## config.mk

```make
export PLATFORM = sky130hd
export DESIGN_NAME = afge_back
export DESIGN_NICKNAME = d
export VERILOG_FILES = /design/src/rtl/audio_fade_gain_envelope_defines.svh /design/src/rtl/afge_pkg.sv /design/src/rtl/afge_div.sv /design/src/rtl/afge_back.sv
export SDC_FILE = /design/constraint.sdc
export NUM_CORES = 2
export LEC_CHECK = 0
export ABC_AREA = 1
export CAP_MARGIN = 20
export CORE_MARGIN = 5
export CORE_UTILIZATION = 30
export DETAILED_ROUTE_END_ITERATION = 6
export DONT_BUFFER_PORTS = 1
export GPL_TIMING_DRIVEN = 0
export PLACE_DENSITY = 0.52
export SLEW_MARGIN = 10
export SYNTH_ARGS = -nofsm -noshare
export SYNTH_HDL_FRONTEND = slang
export SYNTH_SLANG_ARGS = --single-unit
```

## constraint.sdc

```tcl
create_clock -name clk_i -period 5.85 [get_ports clk_i]
set_input_delay 0.585 -clock clk_i [delete_from_list [all_inputs] [get_ports clk_i]]
set_output_delay 0.585 -clock clk_i [all_outputs]
set_load 0.005 [all_outputs]
```

## src/rtl/audio_fade_gain_envelope_defines.svh

```systemverilog
// ----------------------------------------------------------------------------
// audio fade gain envelope assertion macros
// shared property wrappers, clocked on clk_i and quiet during reset
// ----------------------------------------------------------------------------
`ifndef AUDIO_FADE_GAIN_ENVELOPE_DEFINES_SVH
`define AUDIO_FADE_GAIN_ENVELOPE_DEFINES_SVH

// same-cycle implication
`define AFGE_ASSERT_IMP(lbl, ante, cons, msg) \
  lbl: assert property (@(posedge clk_i) disable iff (!rst_ni) (ante) |-> (cons)) \
    else $error(msg);

// next-cycle implication
`define AFGE_ASSERT_NXT(lbl, ante, cons, msg) \
  lbl: assert property (@(posedge clk_i) disable iff (!rst_ni) (ante) |=> (cons)) \
    else $error(msg);

`endif

```

## src/rtl/afge_pkg.sv

```systemverilog
// ----------------------------------------------------------------------------
// afge_pkg
// widths, register map, queue item and configuration types of the fade block
// ----------------------------------------------------------------------------
`timescale 1ns / 1ps

package afge_pkg;

  localparam int unsigned SAMPLE_W   = 16;
  localparam int unsigned POS_W      = 32;
  localparam int unsigned GAIN_W     = 16;
  localparam int unsigned CHAN_CFG_W = 7;
  localparam int unsigned RAMP_W     = 17;
  localparam int unsigned UD_W       = 2 * RAMP_W;
  localparam int unsigned MG_W       = SAMPLE_W + GAIN_W;
  localparam int unsigned PART_W     = MG_W + RAMP_W;
  localparam int unsigned PROD_W     = 64;
  localparam int unsigned RES_SHIFT  = 44;
  localparam int unsigned RES_W      = PROD_W - RES_SHIFT;

  localparam logic [RAMP_W-1:0] RAMP_ONE  = RAMP_W'(65536);
  localparam logic [PROD_W-1:0] ROUND_ADD = PROD_W'(1) << (RES_SHIFT - 1);

  localparam int unsigned MAX_CHANNELS_DEF = 64;
  localparam int unsigned QUEUE_DEPTH      = 2;

  localparam int unsigned APB_AW = 5;
  localparam int unsigned APB_DW = 32;

  localparam logic [GAIN_W-1:0]     GAIN_RST  = GAIN_W'(4096);
  localparam logic [POS_W-1:0]      CLIP_RST  = POS_W'(1);
  localparam logic [CHAN_CFG_W-1:0] CHANS_RST = CHAN_CFG_W'(2);

  typedef enum logic [2:0] {
    REG_GAIN     = 3'd0,
    REG_FADE_IN  = 3'd1,
    REG_FADE_OUT = 3'd2,
    REG_CLIP     = 3'd3,
    REG_CHANS    = 3'd4
  } reg_idx_e;

  typedef struct packed {
    logic [GAIN_W-1:0]     gain;
    logic [POS_W-1:0]      fade_in;
    logic [POS_W-1:0]      fade_out;
    logic [POS_W-1:0]      clip;
    logic [CHAN_CFG_W-1:0] chan_count;
  } cfg_t;

  typedef struct packed {
    logic [SAMPLE_W-1:0] sample;
    logic [POS_W-1:0]    pos;
    logic                outside;
  } queue_item_t;

  typedef struct packed {
    logic full;
    logic empty;
  } queue_status_t;

endpackage

```

## src/rtl/afge_div.sv

```systemverilog
// ----------------------------------------------------------------------------
// afge_div
// bit-serial ramp divider, one quotient bit a cycle, numerator not above divisor
// ----------------------------------------------------------------------------
`timescale 1ns / 1ps

module afge_div (
  input  logic                        clk_i,
  input  logic                        rst_ni,
  input  logic                        start_i,
  input  logic [afge_pkg::POS_W-1:0]  num_i,
  input  logic [afge_pkg::POS_W-1:0]  den_i,
  output logic                        done_o,
  output logic [afge_pkg::RAMP_W-1:0] quot_o
);
  import afge_pkg::*;

  localparam int unsigned CNT_W = $clog2(RAMP_W + 1);

  logic [POS_W:0]       rem_q, trial;
  logic [POS_W-1:0]     den_q;
  logic [RAMP_W-1:0]    quot_q;
  logic [CNT_W-1:0]     cnt_q;
  logic                 busy_q, first_q, done_q;
  logic                 ge;

  // first step takes the integer bit, the rest shift in fraction bits
  assign trial  = first_q ? rem_q : {rem_q[POS_W-1:0], 1'b0};
  assign ge     = (trial >= {1'b0, den_q});
  assign done_o = done_q;
  assign quot_o = quot_q;

  always_ff @(posedge clk_i) begin
    if (start_i) begin
      rem_q  <= {1'b0, num_i};
      den_q  <= den_i;
      quot_q <= '0;
    end else if (busy_q) begin
      rem_q  <= ge ? (trial - {1'b0, den_q}) : trial;
      quot_q <= {quot_q[RAMP_W-2:0], ge};
    end
  end

  always_ff @(posedge clk_i or negedge rst_ni) begin
    if (!rst_ni) begin
      busy_q  <= 1'b0;
      first_q <= 1'b0;
      done_q  <= 1'b0;
      cnt_q   <= '0;
    end else begin
      done_q <= 1'b0;
      if (start_i) begin
        busy_q  <= 1'b1;
        first_q <= 1'b1;
        cnt_q   <= CNT_W'(RAMP_W);
      end else if (busy_q) begin
        first_q <= 1'b0;
        cnt_q   <= cnt_q - CNT_W'(1);
        if (cnt_q == CNT_W'(1)) begin
          busy_q <= 1'b0;
          done_q <= 1'b1;
        end
      end
    end
  end

endmodule

```

## src/rtl/afge_back.sv

```systemverilog
// ----------------------------------------------------------------------------
// afge_back
// per-word sequencer: ramp divisions, gain products, rounding and output stage
// ----------------------------------------------------------------------------
`timescale 1ns / 1ps

module afge_back (
  input  logic                          clk_i,
  input  logic                          rst_ni,
  input  afge_pkg::cfg_t                cfg_i,
  input  afge_pkg::queue_status_t       q_status_i,
  input  afge_pkg::queue_item_t         q_item_i,
  output logic                          pop_o,
  output logic                          out_valid_o,
  input  logic                          out_ready_i,
  output logic [afge_pkg::SAMPLE_W-1:0] out_sample_o,
  output logic                          out_sat_o,
  output logic                          out_outside_o
);
  import afge_pkg::*;

  typedef enum logic [9:0] {
    ST_IDLE     = 10'b00_0000_0001,
    ST_UP_SET   = 10'b00_0000_0010,
    ST_UP_WAIT  = 10'b00_0000_0100,
    ST_DN_SET   = 10'b00_0000_1000,
    ST_DN_WAIT  = 10'b00_0001_0000,
    ST_MUL_RAMP = 10'b00_0010_0000,
    ST_MUL_LO   = 10'b00_0100_0000,
    ST_MUL_HI   = 10'b00_1000_0000,
    ST_SUM      = 10'b01_0000_0000,
    ST_FINISH   = 10'b10_0000_0000
  } state_e;

  state_e state_q, state_d;

  logic                neg_q, outside_q;
  logic [SAMPLE_W-1:0] mag_q;
  logic [POS_W-1:0]    pos_q, start_q, gm1_q;
  logic [RAMP_W-1:0]   up_q, dn_q;
  logic [UD_W-1:0]     ud_q;
  logic [MG_W-1:0]     mg_q;
  logic [PART_W-1:0]   plo_q, phi_q;
  logic [PROD_W-1:0]   prod_q, rnd;
  logic [RES_W-1:0]    res;

  logic                out_valid_q, out_sat_q, out_outside_q;
  logic [SAMPLE_W-1:0] out_sample_q, fin_sample;
  logic                fin_sat, load_out;

  logic                div_start, div_done;
  logic [POS_W-1:0]    div_num, div_den, into;
  logic [RAMP_W-1:0]   div_quot;
  logic                up_const, dn_const;
  logic [RAMP_W-1:0]   up_val, dn_val;

  afge_div u_div (
    .clk_i   (clk_i),
    .rst_ni  (rst_ni),
    .start_i (div_start),
    .num_i   (div_num),
    .den_i   (div_den),
    .done_o  (div_done),
    .quot_o  (div_quot)
  );

  // ramp special cases and divider operands
  always_comb begin
    up_const = 1'b1;
    up_val   = RAMP_ONE;
    if (cfg_i.fade_in == '0 || pos_q >= cfg_i.fade_in) begin
      up_val = RAMP_ONE;
    end else if (cfg_i.fade_in == POS_W'(1)) begin
      up_val = '0;
    end else begin
      up_const = 1'b0;
    end

    into     = pos_q - start_q;
    dn_const = 1'b1;
    dn_val   = RAMP_ONE;
    if (cfg_i.fade_out == '0 || pos_q < start_q) begin
      dn_val = RAMP_ONE;
    end else if (cfg_i.fade_out == POS_W'(1) || into > gm1_q) begin
      dn_val = '0;
    end else begin
      dn_const = 1'b0;
    end

    if (state_q == ST_UP_SET) begin
      div_num   = pos_q;
      div_den   = cfg_i.fade_in - POS_W'(1);
      div_start = !up_const;
    end else begin
      div_num   = gm1_q - into;
      div_den   = gm1_q;
      div_start = (state_q == ST_DN_SET) && !dn_const;
    end
  end

  // rounding, saturation and outside-clip zeroing
  always_comb begin
    rnd        = prod_q + ROUND_ADD;
    res        = rnd[PROD_W-1:RES_SHIFT];
    fin_sat    = 1'b0;
    fin_sample = '0;
    if (outside_q) begin
      fin_sample = '0;
    end else if (neg_q) begin
      if (res > RES_W'(32768)) begin
        fin_sat    = 1'b1;
        fin_sample = SAMPLE_W'(16'h8000);
      end else begin
        fin_sample = SAMPLE_W'(RES_W'(0) - res);
      end
    end else begin
      if (res > RES_W'(32767)) begin
        fin_sat    = 1'b1;
        fin_sample = SAMPLE_W'(16'h7fff);
      end else begin
        fin_sample = res[SAMPLE_W-1:0];
      end
    end
  end

  assign load_out = (state_q == ST_FINISH) && (!out_valid_q || out_ready_i);
  assign pop_o    = (state_q == ST_IDLE) && !q_status_i.empty;

  always_comb begin
    state_d = state_q;
    unique case (state_q)
      ST_IDLE: begin
        if (!q_status_i.empty) begin
          state_d = q_item_i.outside ? ST_FINISH : ST_UP_SET;
        end
      end
      ST_UP_SET:   state_d = up_const ? ST_DN_SET : ST_UP_WAIT;
      ST_UP_WAIT:  state_d = div_done ? ST_DN_SET : ST_UP_WAIT;
      ST_DN_SET:   state_d = dn_const ? ST_MUL_RAMP : ST_DN_WAIT;
      ST_DN_WAIT:  state_d = div_done ? ST_MUL_RAMP : ST_DN_WAIT;
      ST_MUL_RAMP: state_d = ST_MUL_LO;
      ST_MUL_LO:   state_d = ST_MUL_HI;
      ST_MUL_HI:   state_d = ST_SUM;
      ST_SUM:      state_d = ST_FINISH;
      ST_FINISH:   state_d = load_out ? ST_IDLE : ST_FINISH;
      default:     state_d = ST_IDLE;
    endcase
  end

  always_ff @(posedge clk_i) begin
    if (pop_o) begin
      neg_q     <= q_item_i.sample[SAMPLE_W-1];
      mag_q     <= q_item_i.sample[SAMPLE_W-1] ? (SAMPLE_W'(0) - q_item_i.sample)
                                               : q_item_i.sample;
      pos_q     <= q_item_i.pos;
      outside_q <= q_item_i.outside;
    end
    if (state_q == ST_UP_SET) begin
      // fade-out start clamps at frame 0 when the fade is longer than the clip
      start_q <= (cfg_i.clip >= cfg_i.fade_out) ? (cfg_i.clip - cfg_i.fade_out) : '0;
      gm1_q   <= cfg_i.fade_out - POS_W'(1);
      if (up_const) begin
        up_q <= up_val;
      end
    end
    if (state_q == ST_UP_WAIT && div_done) begin
      up_q <= div_quot;
    end
    if (state_q == ST_DN_SET && dn_const) begin
      dn_q <= dn_val;
    end
    if (state_q == ST_DN_WAIT && div_done) begin
      dn_q <= div_quot;
    end
    if (state_q == ST_MUL_RAMP) begin
      ud_q <= UD_W'(up_q) * UD_W'(dn_q);
      mg_q <= MG_W'(mag_q) * MG_W'(cfg_i.gain);
    end
    if (state_q == ST_MUL_LO) begin
      plo_q <= PART_W'(mg_q) * PART_W'(ud_q[RAMP_W-1:0]);
    end
    if (state_q == ST_MUL_HI) begin
      phi_q <= PART_W'(mg_q) * PART_W'(ud_q[UD_W-1:RAMP_W]);
    end
    if (state_q == ST_SUM) begin
      prod_q <= PROD_W'(plo_q) + (PROD_W'(phi_q) << RAMP_W);
    end
    if (load_out) begin
      out_sample_q  <= fin_sample;
      out_sat_q     <= fin_sat;
      out_outside_q <= outside_q;
    end
  end

  always_ff @(posedge clk_i or negedge rst_ni) begin
    if (!rst_ni) begin
      state_q     <= ST_IDLE;
      out_valid_q <= 1'b0;
    end else begin
      state_q <= state_d;
      if (load_out) begin
        out_valid_q <= 1'b1;
      end else if (out_ready_i) begin
        out_valid_q <= 1'b0;
      end
    end
  end

  assign out_valid_o   = out_valid_q;
  assign out_sample_o  = out_sample_q;
  assign out_sat_o     = out_sat_q;
  assign out_outside_o = out_outside_q;

endmodule

```

==> results_dict.tcl <==
set metrics [dict create \
    status "finished, violations left" \
    violations "setup timing" \
    seq_area_frac_synth 0.152 \
    syn_area_per_cell_um2 7.58 \
    p_leak_uw 0.0525 \
    via_per_inst 4.72 \
    reg2reg_depth 21 \
    htreeDepth 2 \
    fin_nets 13713 \
    cp_data_required_time_ns 6.35 \
    track_usage 0.205 \
    synth-main-ff-cell "edfxtp_1" \
    worstPathArrival_ns 6.57 \
    intPower_uw 30900 \
    crit_family "adder cells" \
    p_comb_frac 0.860 \
    drc 0 \
    synth_edf_count 396 \
    p_clk_frac 0.052 \
    dpl.cell_count 14828 \
    ys_async_sr_fraction 0.0439 \
    power_density_nw_per_um2 665 \
    r2r_end "plo_q[42]" \
    fin_cells 15355 \
    min_from "q_status_i[0]" \
    cp_num_buf_inv 6 \
    cts.sinks 433 \
    start_util 0.301 \
    yosysTopAreaCell "fa_1" \
    irDropWorstVdd_mv 1.80 \
    clk_latency_ns 0.74 \
    grt-ovfl-total 0 \
    maxCapViolations 0 \
    hold_violations 0 \
    critPathMaxFanout 7 \
    dieHeight_um 539 \
    finalWeightedCongestion 0.957 \
    netlist_instances 11083 \
    cp_cell_sequence "buf_6 > clkbuf_16 > buf_6 > nand2_4 > fa_1 > inv_2 > fa_1 > fa_1 > fa_2 > fa_1 > inv_1 > fa_2 > inv_2 > ha_4 > nand2_2 > nor2_4 > nand2_1 > nor2_2 > nand4_1 > o211ai_1 > xor2_1" \
    yosys_warnings 0 \
    critPathCaptureType "register" \
    rows 194 \
    seqPwrFrac 0.089 \
    wire_per_inst_um 19.8 \
    drtPass1Iterations 6 \
    ys_ff_latch 433 \
    antenna_found_initial 13 \
    holdPathStages 3 \
    drt_wl_total_um 304000 \
    slew_violations 0 \
    die_x_um 539 \
    netlist_area_um2 84000 \
    max_stage_delay_ns 0.57 \
    fin_crit_sh 1.04 \
    fin_ws_ns -0.219 \
    area_growth_pct 20.6 \
    critPathLaunchType "register" \
    postRouteAntennaNets 0 \
    numPortBuffers 0 \
    clk_pin_slew_ns 0.06 \
    core_area_um2 279000 \
    maxSlewHeadroom 0.288 \
    ff2ff_setup_slack_ns -0.22 \
    synth.cells.most_frequent "nand2_1 (3,007), inv_1 (2,836), fa_1 (1,317)" \
    synth.top_cell.area_share 0.314 \
    hold-path-endpoint "state_q[9]" \
    startpoint "mg_q[20]" \
    synth.distinct_cells 61 \
    grt_max_degree 65 \
    synth_most_common_cell "nand2_1" \
    rsz0062_at_grt "true" \
    cts_tree "yes" \
    r2r-start "mg_q[20]" \
    drive_above_1_share 0.145 \
    dieArea_um2 291000 \
    final_area_um2 101000 \
    first_iter_violations 5482 \
    max_freq_mhz 165 \
    first_global_vias 74419 \
    vias 72474 \
    switchingPower_uw 36500 \
    min_path_type "input pin to register" \
    syn-num-nets 13219 \
    tightest_slew_ns 1.07 \
    dpl.hpwl_um 248000 \
    cts_root_buffer "clkbuf_16" \
    worstSetupPathType "register to register" \
    fin_crit_ns 6.07 \
    cts_buffers 55 \
    synth_area_leaders "fa_1 (31%), edfxtp_1 (14%), nand2_1 (13%), inv_1 (13%), ha_1 (9.6%)" \
    num_io_pins 193 \
    final.setup_skew_ns 0.0636 \
    postPlaceCellArea_um2 89000 \
    finalSetupViolations 27 \
    switching_share 0.541 \
    slowest_stage "edfxtp_1" \
    crit_top_cell "fa_1" \
    grt_pass1_wl_um 456000 \
    num-fill-cells 29390 \
    cts_buffer_depth 3 \
]
[kinds of logic (layout without fill, tap and decap cells)]
logic type                 Yosys count  count (layout)  synth area share
DFF                                433             433             0.152
xor gates and xnor gates           284             284            0.0297
adders and majority gates         1963            1963             0.410
AOI/OAI and AO/OA                  942             942            0.0615
buffers and inverters             3261            3802             0.146
other                                0               7                 0
and+or+nand+nor                   4200            4200             0.201
[how the worst max path moves through the flow]
stage / to / depth (start not counted) / slack [ns]
global placement: state_q[0] / 7 / -1.96
global route: plo_q[42] / 22 / -0.31
detailed placement: plo_q[33] / 22 / -1.70
finish: plo_q[42] / 21 / -0.22
floorplan: mg_q[28] / 25 / 0.01
CTS: phi_q[41] / 23 / -0.1
[routing by layer]
| layer | GRT usage | up-vias | routed length, µm |
|---|---|---|---|
| li1 | - | 33945 | - |
| met1 | 0.275 | 35434 | 131000 |
| met2 | 0.329 | 2541 | 135000 |
| met3 | 0.0433 | 544 | 25500 |
| met4 | 0.0655 | 10 | 12300 |
| met5 | 0 | - | 114 |
[tightest hold or removal path, cell delays in order]
cell     delay [ns]
nand2_1        0.03
nand2_1        0.07
nor2_1         0.04
[cell usage in the layout (no fill, tap or decap), types with 39 or more instances in the layout]
cell	synthesis	final
buf_4	4	395
fa_2	0	80
a21oi_2	2	56
inv_1	2836	2684
buf_8	1	59
o21ai_0	296	231
ha_1	646	561
a21oi_1	433	342
edfxtp_1	396	396
nand4_1	70	70
clkbuf_1	391	65
nand2_1	3007	2881
nor2_2	7	58
nand3_1	287	262
fa_1	1317	1237
ha_4	0	72
nand2_4	4	52
dlygate4sd3_1	0	47
buf_6	2	94
nor2_4	5	69
clkbuf_16	0	94
nand2_2	8	84
inv_2	6	149
a21o_1	40	39
o21ai_1	19	42
buf_12	0	40
nor2_1	637	522
clkbuf_8	0	40
xnor2_1	98	93
xor2_1	185	169
nor3_1	78	68
[power groups by stage]
stage	clock [µW]	combinational, µW	sequential, µW
floorplan	0	29500	5920
global placement	0	42300	6040
detailed placement	0	42200	6010
CTS	3590	48000	5960
global route	3710	63300	6010
finish	3480	58000	5980
[final cells by class]
type / count / area, µm² / share of cell area
multi-input combinational: 7389 / 62900 / 0.621
sequential: 433 / 12700 / 0.126
inverter: 2843 / 10700 / 0.106
timing repair buffer: 518 / 4830 / 0.0477
tap: 3724 / 4660 / 0.0460
buffer: 337 / 3610 / 0.0356
clock buffer: 68 / 1430 / 0.0141
clock inverter: 36 / 410 / 0.00405
antenna: 7 / 17.5 / 0.000173
[registers in the layout, summed over array words and instances, names as in the netlist, 5 cells and up]
name          flops
gm1_q            32
pos_q            32
phi_q            47
state_q          10
u_div.quot_o     17
ud_q             34
u_div.rem_q      33
mg_q             32
plo_q            32
mag_q            16
prod_q           21
u_div.cnt_q       5
start_q          32
u_div.den_q      32
dn_q             17
out_sample_o     16
up_q             17
[metrics by stage]
stage          power, µW   util  setup TNS [ns]  hold WS [ns]  setup WS (ns)
5_1_grt            73100  0.363           -6.48        0.0339         -0.306
4_1_cts            57600  0.348          -0.530       0.00604        -0.0976
2_1_floorplan      35400      -               0         0.289         0.0111
3_5_place_dp       48300  0.319         -118.00         0.290          -1.70
3_3_place_gp       48400  0.318         -258.28         0.291          -1.96
6_report           67400  0.363           -2.51        0.0725         -0.219
[timing repair]
action                      CTS  global route
cloned                        3             9
setup endpoints to repair   146           152
hold buffers                 48             0
setup buffers               277           162
hold endpoints to repair     64             0
resized for setup          1061           951
pin swaps                   146           371
Note: power is estimated with default switching activity, not from simulation.
