--- config.mk ---
export PLATFORM = sky130hd
export DESIGN_NAME = afge_front
export DESIGN_NICKNAME = d
export VERILOG_FILES = /design/src/rtl/audio_fade_gain_envelope_defines.svh /design/src/rtl/afge_pkg.sv /design/src/rtl/afge_front.sv
export SDC_FILE = /design/constraint.sdc
export NUM_CORES = 1
export LEC_CHECK = 0
export ABC_CLOCK_PERIOD_IN_PS = 3250
export BUFFER_PORTS_ARGS = -buffer_cell sky130_fd_sc_hd__buf_2
export CORE_MARGIN = 3
export CORE_UTILIZATION = 42
export CTS_CLUSTER_SIZE = 20
export DETAILED_ROUTE_END_ITERATION = 7
export PLACE_DENSITY = 0.78
export SYNTH_ARGS = -nofsm -noshare
export SYNTH_HDL_FRONTEND = slang
export SYNTH_SLANG_ARGS = --single-unit
--- constraint.sdc ---
create_clock -name clk_i -period 3.25 [get_ports clk_i]
set_input_delay 0.325 -clock clk_i [delete_from_list [all_inputs] [get_ports clk_i]]
set_output_delay 0.325 -clock clk_i [all_outputs]
set_load 0.005 [all_outputs]
--- src/rtl/audio_fade_gain_envelope_defines.svh ---
// ----------------------------------------------------------------------------
// audio fade gain envelope assertion macros
// shared property wrappers, clocked on clk_i and quiet during reset
// ----------------------------------------------------------------------------
`ifndef AUDIO_FADE_GAIN_ENVELOPE_DEFINES_SVH
`define AUDIO_FADE_GAIN_ENVELOPE_DEFINES_SVH

// same-cycle implication
`define AFGE_ASSERT_IMP(lbl, ante, cons, msg) \
  lbl: assert property (@(posedge clk_i) disable iff (!rst_ni) (ante) |-> (cons)) \
    else $error(msg);

// next-cycle implication
`define AFGE_ASSERT_NXT(lbl, ante, cons, msg) \
  lbl: assert property (@(posedge clk_i) disable iff (!rst_ni) (ante) |=> (cons)) \
    else $error(msg);

`endif

--- src/rtl/afge_pkg.sv ---
// ----------------------------------------------------------------------------
// afge_pkg
// widths, register map, queue item and configuration types of the fade block
// ----------------------------------------------------------------------------
`timescale 1ns / 1ps

package afge_pkg;

  localparam int unsigned SAMPLE_W   = 16;
  localparam int unsigned POS_W      = 32;
  localparam int unsigned GAIN_W     = 16;
  localparam int unsigned CHAN_CFG_W = 7;
  localparam int unsigned RAMP_W     = 17;
  localparam int unsigned UD_W       = 2 * RAMP_W;
  localparam int unsigned MG_W       = SAMPLE_W + GAIN_W;
  localparam int unsigned PART_W     = MG_W + RAMP_W;
  localparam int unsigned PROD_W     = 64;
  localparam int unsigned RES_SHIFT  = 44;
  localparam int unsigned RES_W      = PROD_W - RES_SHIFT;

  localparam logic [RAMP_W-1:0] RAMP_ONE  = RAMP_W'(65536);
  localparam logic [PROD_W-1:0] ROUND_ADD = PROD_W'(1) << (RES_SHIFT - 1);

  localparam int unsigned MAX_CHANNELS_DEF = 64;
  localparam int unsigned QUEUE_DEPTH      = 2;

  localparam int unsigned APB_AW = 5;
  localparam int unsigned APB_DW = 32;

  localparam logic [GAIN_W-1:0]     GAIN_RST  = GAIN_W'(4096);
  localparam logic [POS_W-1:0]      CLIP_RST  = POS_W'(1);
  localparam logic [CHAN_CFG_W-1:0] CHANS_RST = CHAN_CFG_W'(2);

  typedef enum logic [2:0] {
    REG_GAIN     = 3'd0,
    REG_FADE_IN  = 3'd1,
    REG_FADE_OUT = 3'd2,
    REG_CLIP     = 3'd3,
    REG_CHANS    = 3'd4
  } reg_idx_e;

  typedef struct packed {
    logic [GAIN_W-1:0]     gain;
    logic [POS_W-1:0]      fade_in;
    logic [POS_W-1:0]      fade_out;
    logic [POS_W-1:0]      clip;
    logic [CHAN_CFG_W-1:0] chan_count;
  } cfg_t;

  typedef struct packed {
    logic [SAMPLE_W-1:0] sample;
    logic [POS_W-1:0]    pos;
    logic                outside;
  } queue_item_t;

  typedef struct packed {
    logic full;
    logic empty;
  } queue_status_t;

endpackage

--- src/rtl/afge_front.sv ---
// ----------------------------------------------------------------------------
// afge_front
// accepts samples, tracks frame position and channel, flags out-of-clip words
// ----------------------------------------------------------------------------
`timescale 1ns / 1ps

module afge_front #(
  parameter int unsigned MAX_CHANNELS = afge_pkg::MAX_CHANNELS_DEF
) (
  input  logic                          clk_i,
  input  logic                          rst_ni,
  input  afge_pkg::cfg_t                cfg_i,
  input  logic                          in_valid_i,
  output logic                          in_ready_o,
  input  logic [afge_pkg::SAMPLE_W-1:0] sample_i,
  input  logic                          buf_start_i,
  input  logic [afge_pkg::POS_W-1:0]    first_frame_i,
  input  afge_pkg::queue_status_t       q_status_i,
  output logic                          push_o,
  output afge_pkg::queue_item_t         push_item_o
);
  import afge_pkg::*;

  localparam int unsigned IDX_W = ($clog2(MAX_CHANNELS + 1) > CHAN_CFG_W) ?
                                  $clog2(MAX_CHANNELS + 1) : CHAN_CFG_W;
  localparam logic [IDX_W-1:0] MaxChans = IDX_W'(MAX_CHANNELS);

  logic [IDX_W-1:0] chan_q, chan_d, chan_base, chan_inc, cc_ext, chans_eff;
  logic [POS_W-1:0] pos_q, pos_d, pos_cur;
  logic             accept;

  assign in_ready_o = !q_status_i.full;
  assign accept     = in_valid_i && !q_status_i.full;

  always_comb begin
    cc_ext = IDX_W'(cfg_i.chan_count);
    if (cc_ext == '0) begin
      chans_eff = IDX_W'(1);
    end else if (cc_ext > MaxChans) begin
      chans_eff = MaxChans;
    end else begin
      chans_eff = cc_ext;
    end
    pos_cur   = buf_start_i ? first_frame_i : pos_q;
    chan_base = buf_start_i ? '0 : chan_q;
    chan_inc  = chan_base + IDX_W'(1);
    // a lowered channel count ends the frame after this word
    if (chan_inc >= chans_eff) begin
      chan_d = '0;
      pos_d  = pos_cur + POS_W'(1);
    end else begin
      chan_d = chan_inc;
      pos_d  = pos_cur;
    end
  end

  always_ff @(posedge clk_i or negedge rst_ni) begin
    if (!rst_ni) begin
      chan_q <= '0;
      pos_q  <= '0;
    end else if (accept) begin
      chan_q <= chan_d;
      pos_q  <= pos_d;
    end
  end

  assign push_o              = accept;
  assign push_item_o.sample  = sample_i;
  assign push_item_o.pos     = pos_cur;
  assign push_item_o.outside = (pos_cur >= cfg_i.clip);

endmodule

==> flow_summary.toml, run 1 <==
[floorplanning]
std_cell_rows = 36
core_um2 = 9864
die_x_um = 107.2
dieHeight_um = 107.2
start_util_pct = 43.57
die-area_um2 = 11480
io_pins = 224

[clock_tree]
cts_htree_levels = 2
clock_sinks = 39
tritoncts = "done"
hold_buffers = 0
clockBufferDepth = 2
clkLatencyLatePin_ps = 300
root_buffer = "clkbuf_8"
cts-buffers-inserted = 5
cts.clk_slew.worst_paths_ps = 80

[grt]
grt_usage_pct = 22.71
grt_pass1_vias = 4465
antenna_found_initial = 1
grt_pass1_wl_um = 21330
grt_start_max_net_pins = 69
overflow = 0

[power_and_ir_drop]
p_sw_share_pct = 39.25
power_density_nw_per_um2 = 341.1
ir_drop_v = 0.0001545
cellLeakagePower_nw = 2.587
switching_power_mw = 0.6882
finalPower_mw = 1.753
p_comb_share_pct = 45.2
power_frac_seq_pct = 36.5
clockPowerShare_pct = 18.3
intPower_mw = 1.065

[timing]
finalCritPeriodShare_pct = 93.79
fin_skew_ps = 10.81
rsz0062_at_grt = "no"
setup_viol = 0
final-max-slew-violation-count = 0
tns_ps = 0
worstMarginPinSlew_ps = 941.2
maxClockFrequency_mhz = 328.0
hold_viol = 0
finalCriticalPeriod_ps = 3048
slew_headroom_pct = 37.25

[logic_synthesis]
synth_edf_count = 0
syn_nets = 759
ys_seq_area_share_pct = 22.71
ys_async_sr_fraction_pct = 100.0
synth_most_common_cell = "nand2_1"
synthesis.area_um2 = 4298
synth_flop_cell = "dfrtp_1"
synth_cells = 545
yosysUniqueCellTypes = 62
synth_seq_cells = 39
synthTopCellsByCount = "nand2_1 (70), inv_1 (53), ha_1 (41)"
yosysTopAreaCellShare_pct = 22.71
yosys.area.top_type = "dfrtp_1"
avgSynthCellArea_um2 = 7.886
synth_area_leaders = "dfrtp_1 (23%), ha_1 (12%), nand2_1 (6.1%)"
ys_warn_count = 0

[critical_path]
cp-end-kind = "output pin"
cp-start-kind = "primary input"
critPathRequiredTime_ps = 2920
arrival_ps = 2720
critPathMaxFanout = 13
critPathKind = "primary input to output pin"

[cells_and_area]
fillers = 918
area_growth_syn_to_layout_pct = 19.59
postLayoutCellArea_um2 = 5140
finalNetCount = 859
multi_input_area_um2 = 2925
final_util_pct = 52.11
layout-drive-gt1-share_pct = 26.40
regArea_um2 = 975.9

[placed_design]
gp_congestion = 0.9206
port_buffers = 110
hpwlAfterDp_um = 9977
placed_cell_area_um2 = 4981

[detailed_routing]
via_per_inst = 5.819
detail-route-antenna-nets = 0
wirelength_um = 13170
drt_pre_antenna_iters = 7
drc = 0
via_count = 4527
dr.first_iter.drc_count = 483
wl_per_cell_um = 16.93

[run]
drv_cap = 0

[run_status]
outcome = "completed"

[worst_hold_path]
hold_path.class = "primary input to async pin"
==> metal layers <==
metal / part of all wire (%) / global-route usage, % / vias to the layer above
li1: - / - / 2192
met4: 3.1 / 9.041 / 0
met1: 44 / 30.52 / 2132
met2: 46 / 36.28 / 171
met5: 0 / 0 / -
met3: 6.5 / 3.793 / 32
==> power groups by stage <==
stage | combinational (mW) | clock [mW] | sequential [mW]
floorplan | 0.503 | 0 | 0.624
global placement | 0.730 | 0 | 0.641
detailed placement | 0.766 | 0 | 0.647
CTS | 0.769 | 0.323 | 0.638
global route | 0.891 | 0.345 | 0.652
finish | 0.793 | 0.321 | 0.640
==> path summary, 6_finish.rpt <==
check	from	endpoint	slack, ps	depth (start not counted)
setup / recovery	buf_start_i	push_item_o[0]	200	10
hold / removal	rst_ni	pos_q[22]	160	1
setup reg to reg	chan_q[0]	pos_q[29]	250	12
hold reg to reg	pos_q[0]	pos_q[0]	480	2
max in group asynchronous	rst_ni	chan_q[3]	2490	1
min in group clk_i	first_frame_i[25]	pos_q[25]	430	4
==> registers in the layout, indices dropped and copies added, names as in the netlist <==
register  flops
pos_q        32
chan_q        7
==> area by class of cell <==
type	instances	area share [%]
Multi-Input combinational cell	412	56.91
Sequential cell	39	18.99
Timing Repair Buffer	134	15.53
Inverter	53	3.871
Tap cell	133	3.238
Clock buffer	6	1.412
Antenna cell	1	0.04869
==> through the flow <==
step,hold slack [ps],cells,setup WS (ps)
after floorplan,29.41,545,14.16
after global placement,459.1,767,206.2
after detailed placement,468.3,767,96.41
after CTS,198.5,773,116.6
after global routing,237.4,778,8.214
final,162.7,778,201.7
==> layout by cell type, fill, tap and decap left out, types with 6 or more instances in the layout <==
cell type / count
a21o_1: 11
a21oi_1: 26
a31oi_1: 6
and2_1: 9
and3_1: 9
and4_1: 6
buf_2: 110
buf_4: 18
dfrtp_1: 39
ha_1: 40
inv_1: 53
mux2_2: 16
mux2i_1: 12
nand2_1: 70
nand2b_1: 6
nand3_1: 28
nand3b_1: 7
nand4_1: 11
nor2_1: 23
nor4_1: 8
o211ai_1: 7
o21ai_0: 13
o311ai_0: 12
o31ai_1: 16
==> cell families after synthesis <==
| logic type | synth area share, % |
|---|---|
| simple gates | 25.85 |
| compound gates | 21.11 |
| buf+inv | 9.956 |
| fa+ha+maj | 11.94 |
| flops | 22.71 |
| mux | 7.220 |
| xor+xnor | 1.223 |
==> critical path: stages <==
cell and delay, ps:
buf_2 240, buf_12 210, mux2_2 410, ha_1 320, nand4_1 140, or2_2 340, nor4_1 270, nand2_1 110
o31ai_1 200, buf_2 150
==> timing repair <==
action / CTS / global route
setup buffers: 0 / 2
resized for setup: 0 / 6
endpoints found under the setup margin: 0 / 13
Power figures use the tool's default switching activity.
==> inputs of run 2 (changes only) <==
CORE_UTILIZATION = 30   (was 42)
PLACE_DENSITY = unset   (was 0.78)
SETUP_SLACK_MARGIN = 0.5   (was unset)
==> run 2 against run 1 <==
Clock power increased by 46%. Wire length up 15%. Die area rose by 38%. First-iteration DRC count down 23%. Core utilization is 9.6 points lower. Largest cell class unchanged.
==> flow_summary.toml, run 2 (synthesis gave the netlist of run 1 again) <==
[timing]
slew_headroom_pct = 33.74
final-max-slew-violation-count = 0
maxClockFrequency_mhz = 353.5
finalCriticalPeriod_ps = 2829
hold_viol = 0
timing.final.ws_setup_ps = 421.1
rsz0062_at_grt = "yes"
tns_ps = 0
setup_viol = 0
fin_skew_ps = 9.989
worstMarginPinSlew_ps = 993.8
finalCritPeriodShare_pct = 87.04

[placed_design]
hpwlAfterDp_um = 10950
gp_congestion = 0.8878
dp_worst_setup_slack_ps = 0.9308
port_buffers = 110

[cells_and_area]
antennaDiodeCount = 0
finalNetCount = 887
layout_commonest_cell = "buf_2"
regMostFlops = "pos_q"
area_growth_syn_to_layout_pct = 37.87
reg.largest.list = "pos_q: 32 flops, chan_q: 7 flops"
layout-drive-gt1-share_pct = 36.46
fillers = 1382
largest_reg_flops = 32
final_cell_mix = "buf_2 (109), nand2_1 (69), inv_1 (50), ha_1 (39)"

[critical_path]
cp_slowest_stage_delay_ps = 360
critPathRequiredTime_ps = 3430
cp-end-kind = "flip-flop"
cp-start-kind = "flip-flop"
arrival_ps = 3010
critPathMaxFanout = 12
critPathKind = "flip-flop to flip-flop"
worstPathCellList = "nor2b_4, ha_4, nand3_2, xor2_1, nor2_1, ha_1, a21o_1, a221o_1, a41o_4, buf_12, and3_1, o31ai_1"
worst_path_max_delay_cell = "a221o_1"

[detailed_routing]
detail-route-antenna-nets = 0
dr.first_iter.drc_count = 371
drt_pre_antenna_iters = 5
via_per_inst = 5.522
via_count = 4705
wl_per_cell_um = 17.77
wirelength_um = 15140
drc = 0

[power_and_ir_drop]
p_comb_share_pct = 47.4
p_sw_share_pct = 37.39
clockPowerShare_pct = 22.3
ir_drop_v = 0.0001874
switching_power_mw = 0.7901
intPower_mw = 1.323
power_density_nw_per_um2 = 356.6
cellLeakagePower_nw = 2.866
power_frac_seq_pct = 30.4

[grt]
grt_start_max_net_pins = 69
grt_usage_pct = 17.90
overflow = 0
antenna_found_initial = 0
grt_pass1_wl_um = 23180
grt_pass1_vias = 4557

[floorplanning]
die-area_um2 = 15800
core_um2 = 13930
io_pins = 224
die_x_um = 125.7
std_cell_rows = 43
start_util_pct = 30.84
dieHeight_um = 125.7

[run_status]
outcome = "completed"

[run]
drv_cap = 0

[clock_tree]
root_buffer = "clkbuf_16"
cts_htree_levels = 2
tritoncts = "done"
cts.clk_slew.worst_paths_ps = 70
clockBufferDepth = 2
clkLatencyLatePin_ps = 280
clock_sinks = 39
cts-buffers-inserted = 5

[worst_hold_path]
hold_path.class = "primary input to async pin"
[run 2: layout make-up]
cell class	instances	area [um2]	area share, %
sequential	39	977.2	16.49
multi-input combinational	412	3283	55.41
clock buffer	6	128.9	2.175
tap	180	225.2	3.801
timing repair buffer	162	1112	18.77
inverter	53	198.9	3.357
[run 2: final timing paths]
path                            depth (start not counted)  slack (ps)   startpoint        end
max in group asynchronous                               1        2360       rst_ni  chan_q[3]
worst min-delay path                                    1         210       rst_ni  pos_q[20]
worst min register to register                          2         480     pos_q[0]   pos_q[0]
min in group clk_i                                      4         410  buf_start_i  chan_q[4]
worst max register to register                         12         420    chan_q[0]  pos_q[11]
worst max-delay path                                   12         420    chan_q[0]  pos_q[11]
[run 2: worst max-delay path, delay by kind of cell, from the launching register on]
| family | cells | cell delay (ps) |
|---|---|---|
| flops | 1 | 340 |
| xor+xnor | 1 | 150 |
| compound gates | 4 | 1070 |
| buf+inv | 1 | 160 |
| simple gates | 4 | 580 |
| fa+ha+maj | 2 | 440 |
[run 2: what timing repair did]
item / CTS / global route
hold buffers: 0 / 0
gates resized for setup: 29 / 54
cloned: 1 / 2
setup endpoints to repair: 38 / 35
pin swaps: 9 / 27
buffers inserted: 14 / 7
[run 2: routing by layer]
metal / track usage [%] / vias to the layer above / routed length (um)
met3: 2.672 / 14 / 868
met4: 5.995 / 0 / 252
met1: 24.86 / 2256 / 6914
li1: - / 2251 / -
met5: 0 / - / 0
met2: 28.54 / 184 / 7106
[run 2: power groups by stage]
stage / clock (mW) / sequential, mW / combinational (mW)
after floorplan: 0 / 0.625 / 0.533
after global placement: 0 / 0.641 / 0.781
after detailed placement: 0 / 0.644 / 0.807
after CTS: 0.486 / 0.634 / 0.898
after global routing: 0.505 / 0.652 / 1.10
final: 0.470 / 0.642 / 1.00
[run 2: stage by stage]
stage | util, % | total power [mW] | area (um2) | cells | hold slack (ps)
floorplan | - | 1.158 | 4473 | 545 | 29.41
global placement | 37.00 | 1.422 | 5156 | 822 | 469.2
detailed placement | 37.00 | 1.451 | 5156 | 822 | 470.0
CTS | 39.78 | 2.017 | 5543 | 843 | 254.9
global route | 42.52 | 2.256 | 5926 | 852 | 281.9
finish | 42.52 | 2.113 | 5926 | 852 | 214.1
==> inputs of run 3 (changes only) <==
CORE_UTILIZATION = 42   (was 30)
PLACE_DENSITY = 0.78   (was unset)
REMOVE_ABC_BUFFERS = 1   (was unset)
==> run 3 against run 2 <==
First-iteration DRC count stayed put. Worst setup slack got worse by 88 ps. Global-route usage rose by 7.2 points. Via count rose by 3.9%.
==> flow_summary.toml, run 3 (synthesis gave the netlist of run 1 again) <==
[run_status]
outcome = "completed"

[cells_and_area]
fillers = 801
multi_input_area_um2 = 3229
fin_cells = 810
reg.largest.list = "pos_q: 32 flops, chan_q: 7 flops"
antennaDiodeCount = 0
layout_commonest_cell = "buf_2"
finalNetCount = 890
layout-drive-gt1-share_pct = 36.04
area_growth_syn_to_layout_pct = 36.80
largest_reg_flops = 32
regArea_um2 = 975.9
final_cell_mix = "buf_2 (109), nand2_1 (67), inv_1 (53), buf_4 (40), dfrtp_1 (39)"
regMostFlops = "pos_q"

[floorplanning]
start_util_pct = 43.57
die_x_um = 107.2
std_cell_rows = 36
die-area_um2 = 11480
core_um2 = 9864
io_pins = 224
dieHeight_um = 107.2

[grt]
grt_pass1_vias = 4778
overflow = 0
grt_pass1_wl_um = 23520
grt_usage_pct = 25.10
antenna_found_initial = 0
grt_start_max_net_pins = 69

[placed_design]
dp_cells = 771
hpwlAfterDp_um = 10120
port_buffers = 110
gp_congestion = 0.8922

[critical_path]
r2r_slack_ps = 330
reg2regPathDepth = 12
critPathKind = "flip-flop to flip-flop"
cp_slowest_stage_delay_ps = 370
arrival_ps = 3100
cp-end-kind = "flip-flop"
timing.rr.end = "pos_q[17]"
critPathMaxFanout = 7
cp-start-kind = "flip-flop"
critical_path.startpoint = "chan_q[0]"
critPathRequiredTime_ps = 3430
reg2reg_from = "chan_q[0]"
worst_path_max_delay_cell = "dfrtp_1"
cp-endpoint = "pos_q[17]"
timing.critical_path.mode_cell = "a221o_1"
worstPathCellList = "nor2b_4, ha_4, nand3_2, xor2_1, nor2_1, ha_1, and2_4, a221o_1, a41o_4, buf_12, and3_4, a221o_1"

[clock_tree]
cts.clk_slew.worst_paths_ps = 90
cts-buffers-inserted = 5
clock_sinks = 39
root_buffer = "clkbuf_8"
tritoncts = "done"
cts_htree_levels = 2
clkLatencyLatePin_ps = 290
clockBufferDepth = 2
hold_buffers = 0

[timing]
setup_viol = 0
finalCriticalPeriod_ps = 2917
final-max-slew-violation-count = 0
fin_skew_ps = 5.822
worstMarginPinSlew_ps = 947.9
rsz0062_at_grt = "yes"
hold_viol = 0
fin_worst_hold_slack_ps = 168.0
maxClockFrequency_mhz = 342.8
slew_headroom_pct = 36.80
finalCritPeriodShare_pct = 89.75

[detailed_routing]
wl_per_cell_um = 18.66
drc = 0
wirelength_um = 15110
via_per_inst = 6.033
detail-route-antenna-nets = 0
dr.first_iter.drc_count = 371
via_count = 4887
drt_pre_antenna_iters = 5

[run]
drv_cap = 0

[power_and_ir_drop]
ir_drop_v = 0.0002546
power_density_nw_per_um2 = 356.1
cellLeakagePower_nw = 2.928

[worst_hold_path]
hold_path.class = "primary input to async pin"
-- run 3: cell count changes in the layout (fill, tap and decap cells not counted), moves of 4 or more --
cell,before,now
clkbuf_16,7,2
o31ai_2,8,1
mux2i_4,4,0
o311ai_4,4,0
clkbuf_8,0,6
o311ai_0,0,7
o31ai_1,8,15
-- run 3: per-stage QoR --
| stage | setup WS, ps | total power [mW] | cell area (um2) | setup TNS, ps | util, % |
|---|---|---|---|---|---|
| final | 333.2 | 2.094 | 5879 | 0 | 59.60 |
| after detailed placement | 82.31 | 1.411 | 5001 | 0 | 50.70 |
| after global routing | 254.6 | 2.230 | 5879 | 0 | 59.60 |
| after global placement | 162.1 | 1.375 | 5001 | 0 | 50.70 |
| after floorplan | -401.9 | 1.074 | 4069 | -5783 | - |
| after CTS | 394.8 | 1.972 | 5560 | 0 | 56.37 |
-- run 3: worst min-delay path by stage --
stage             start   endpoint  slack (ps)  cells after the start
6_report         rst_ni  pos_q[24]         170                      1
5_1_grt          rst_ni  pos_q[24]         220                      1
4_1_cts          rst_ni  pos_q[20]         190                      1
3_5_place_dp   pos_q[0]   pos_q[0]         480                      2
3_3_place_gp   pos_q[0]   pos_q[0]         460                      2
2_1_floorplan    rst_ni  chan_q[0]          30                      0
-- run 3: final cells by class --
| type | instances | share of cell area, % |
|---|---|---|
| Sequential cell | 39 | 16.60 |
| Clock buffer | 6 | 1.405 |
| Clock inverter | 2 | 0.5959 |
| Tap cell | 133 | 2.830 |
| Inverter | 53 | 3.384 |
| Multi-Input combinational cell | 412 | 54.93 |
| Timing Repair Buffer | 165 | 20.26 |
-- run 3: critical path, delay by kind of cell (launching register included) --
family | cells | cell delay (ps)
AO/OA/AOI/OAI | 3 | 970
XOR/XNOR | 1 | 150
adder cells (fa/ha/maj) | 2 | 450
buffers and inverters | 1 | 150
flip-flops | 1 | 370
AND/OR/NAND/NOR | 5 | 710
-- run 3: per-layer routing --
layer  track usage, %  wire, um  share of wire [%]  vias up
li1                 -         -                  -     2258
met1            31.36      5695                 38     2303
met2            43.07      7398                 49      272
met3            6.020      1601                 11       54
met4            6.849       419                2.8        0
met5                0         0                  0        -
-- run 3: what timing repair did --
item,in CTS,in global routing
buffers inserted,15,8
endpoints found under the setup margin,40,40
pin swaps,24,21
gates resized for setup,46,40
cloned,5,3
-- run 3: report_power, final --
group	leakage (nW)	total (mW)	switching (mW)	internal, mW
registers	0.486	0.641	0.0753	0.566
logic	2.38	1.01	0.521	0.493
clock network	0.0612	0.439	0.190	0.249
total	2.93	2.09	0.786	1.31
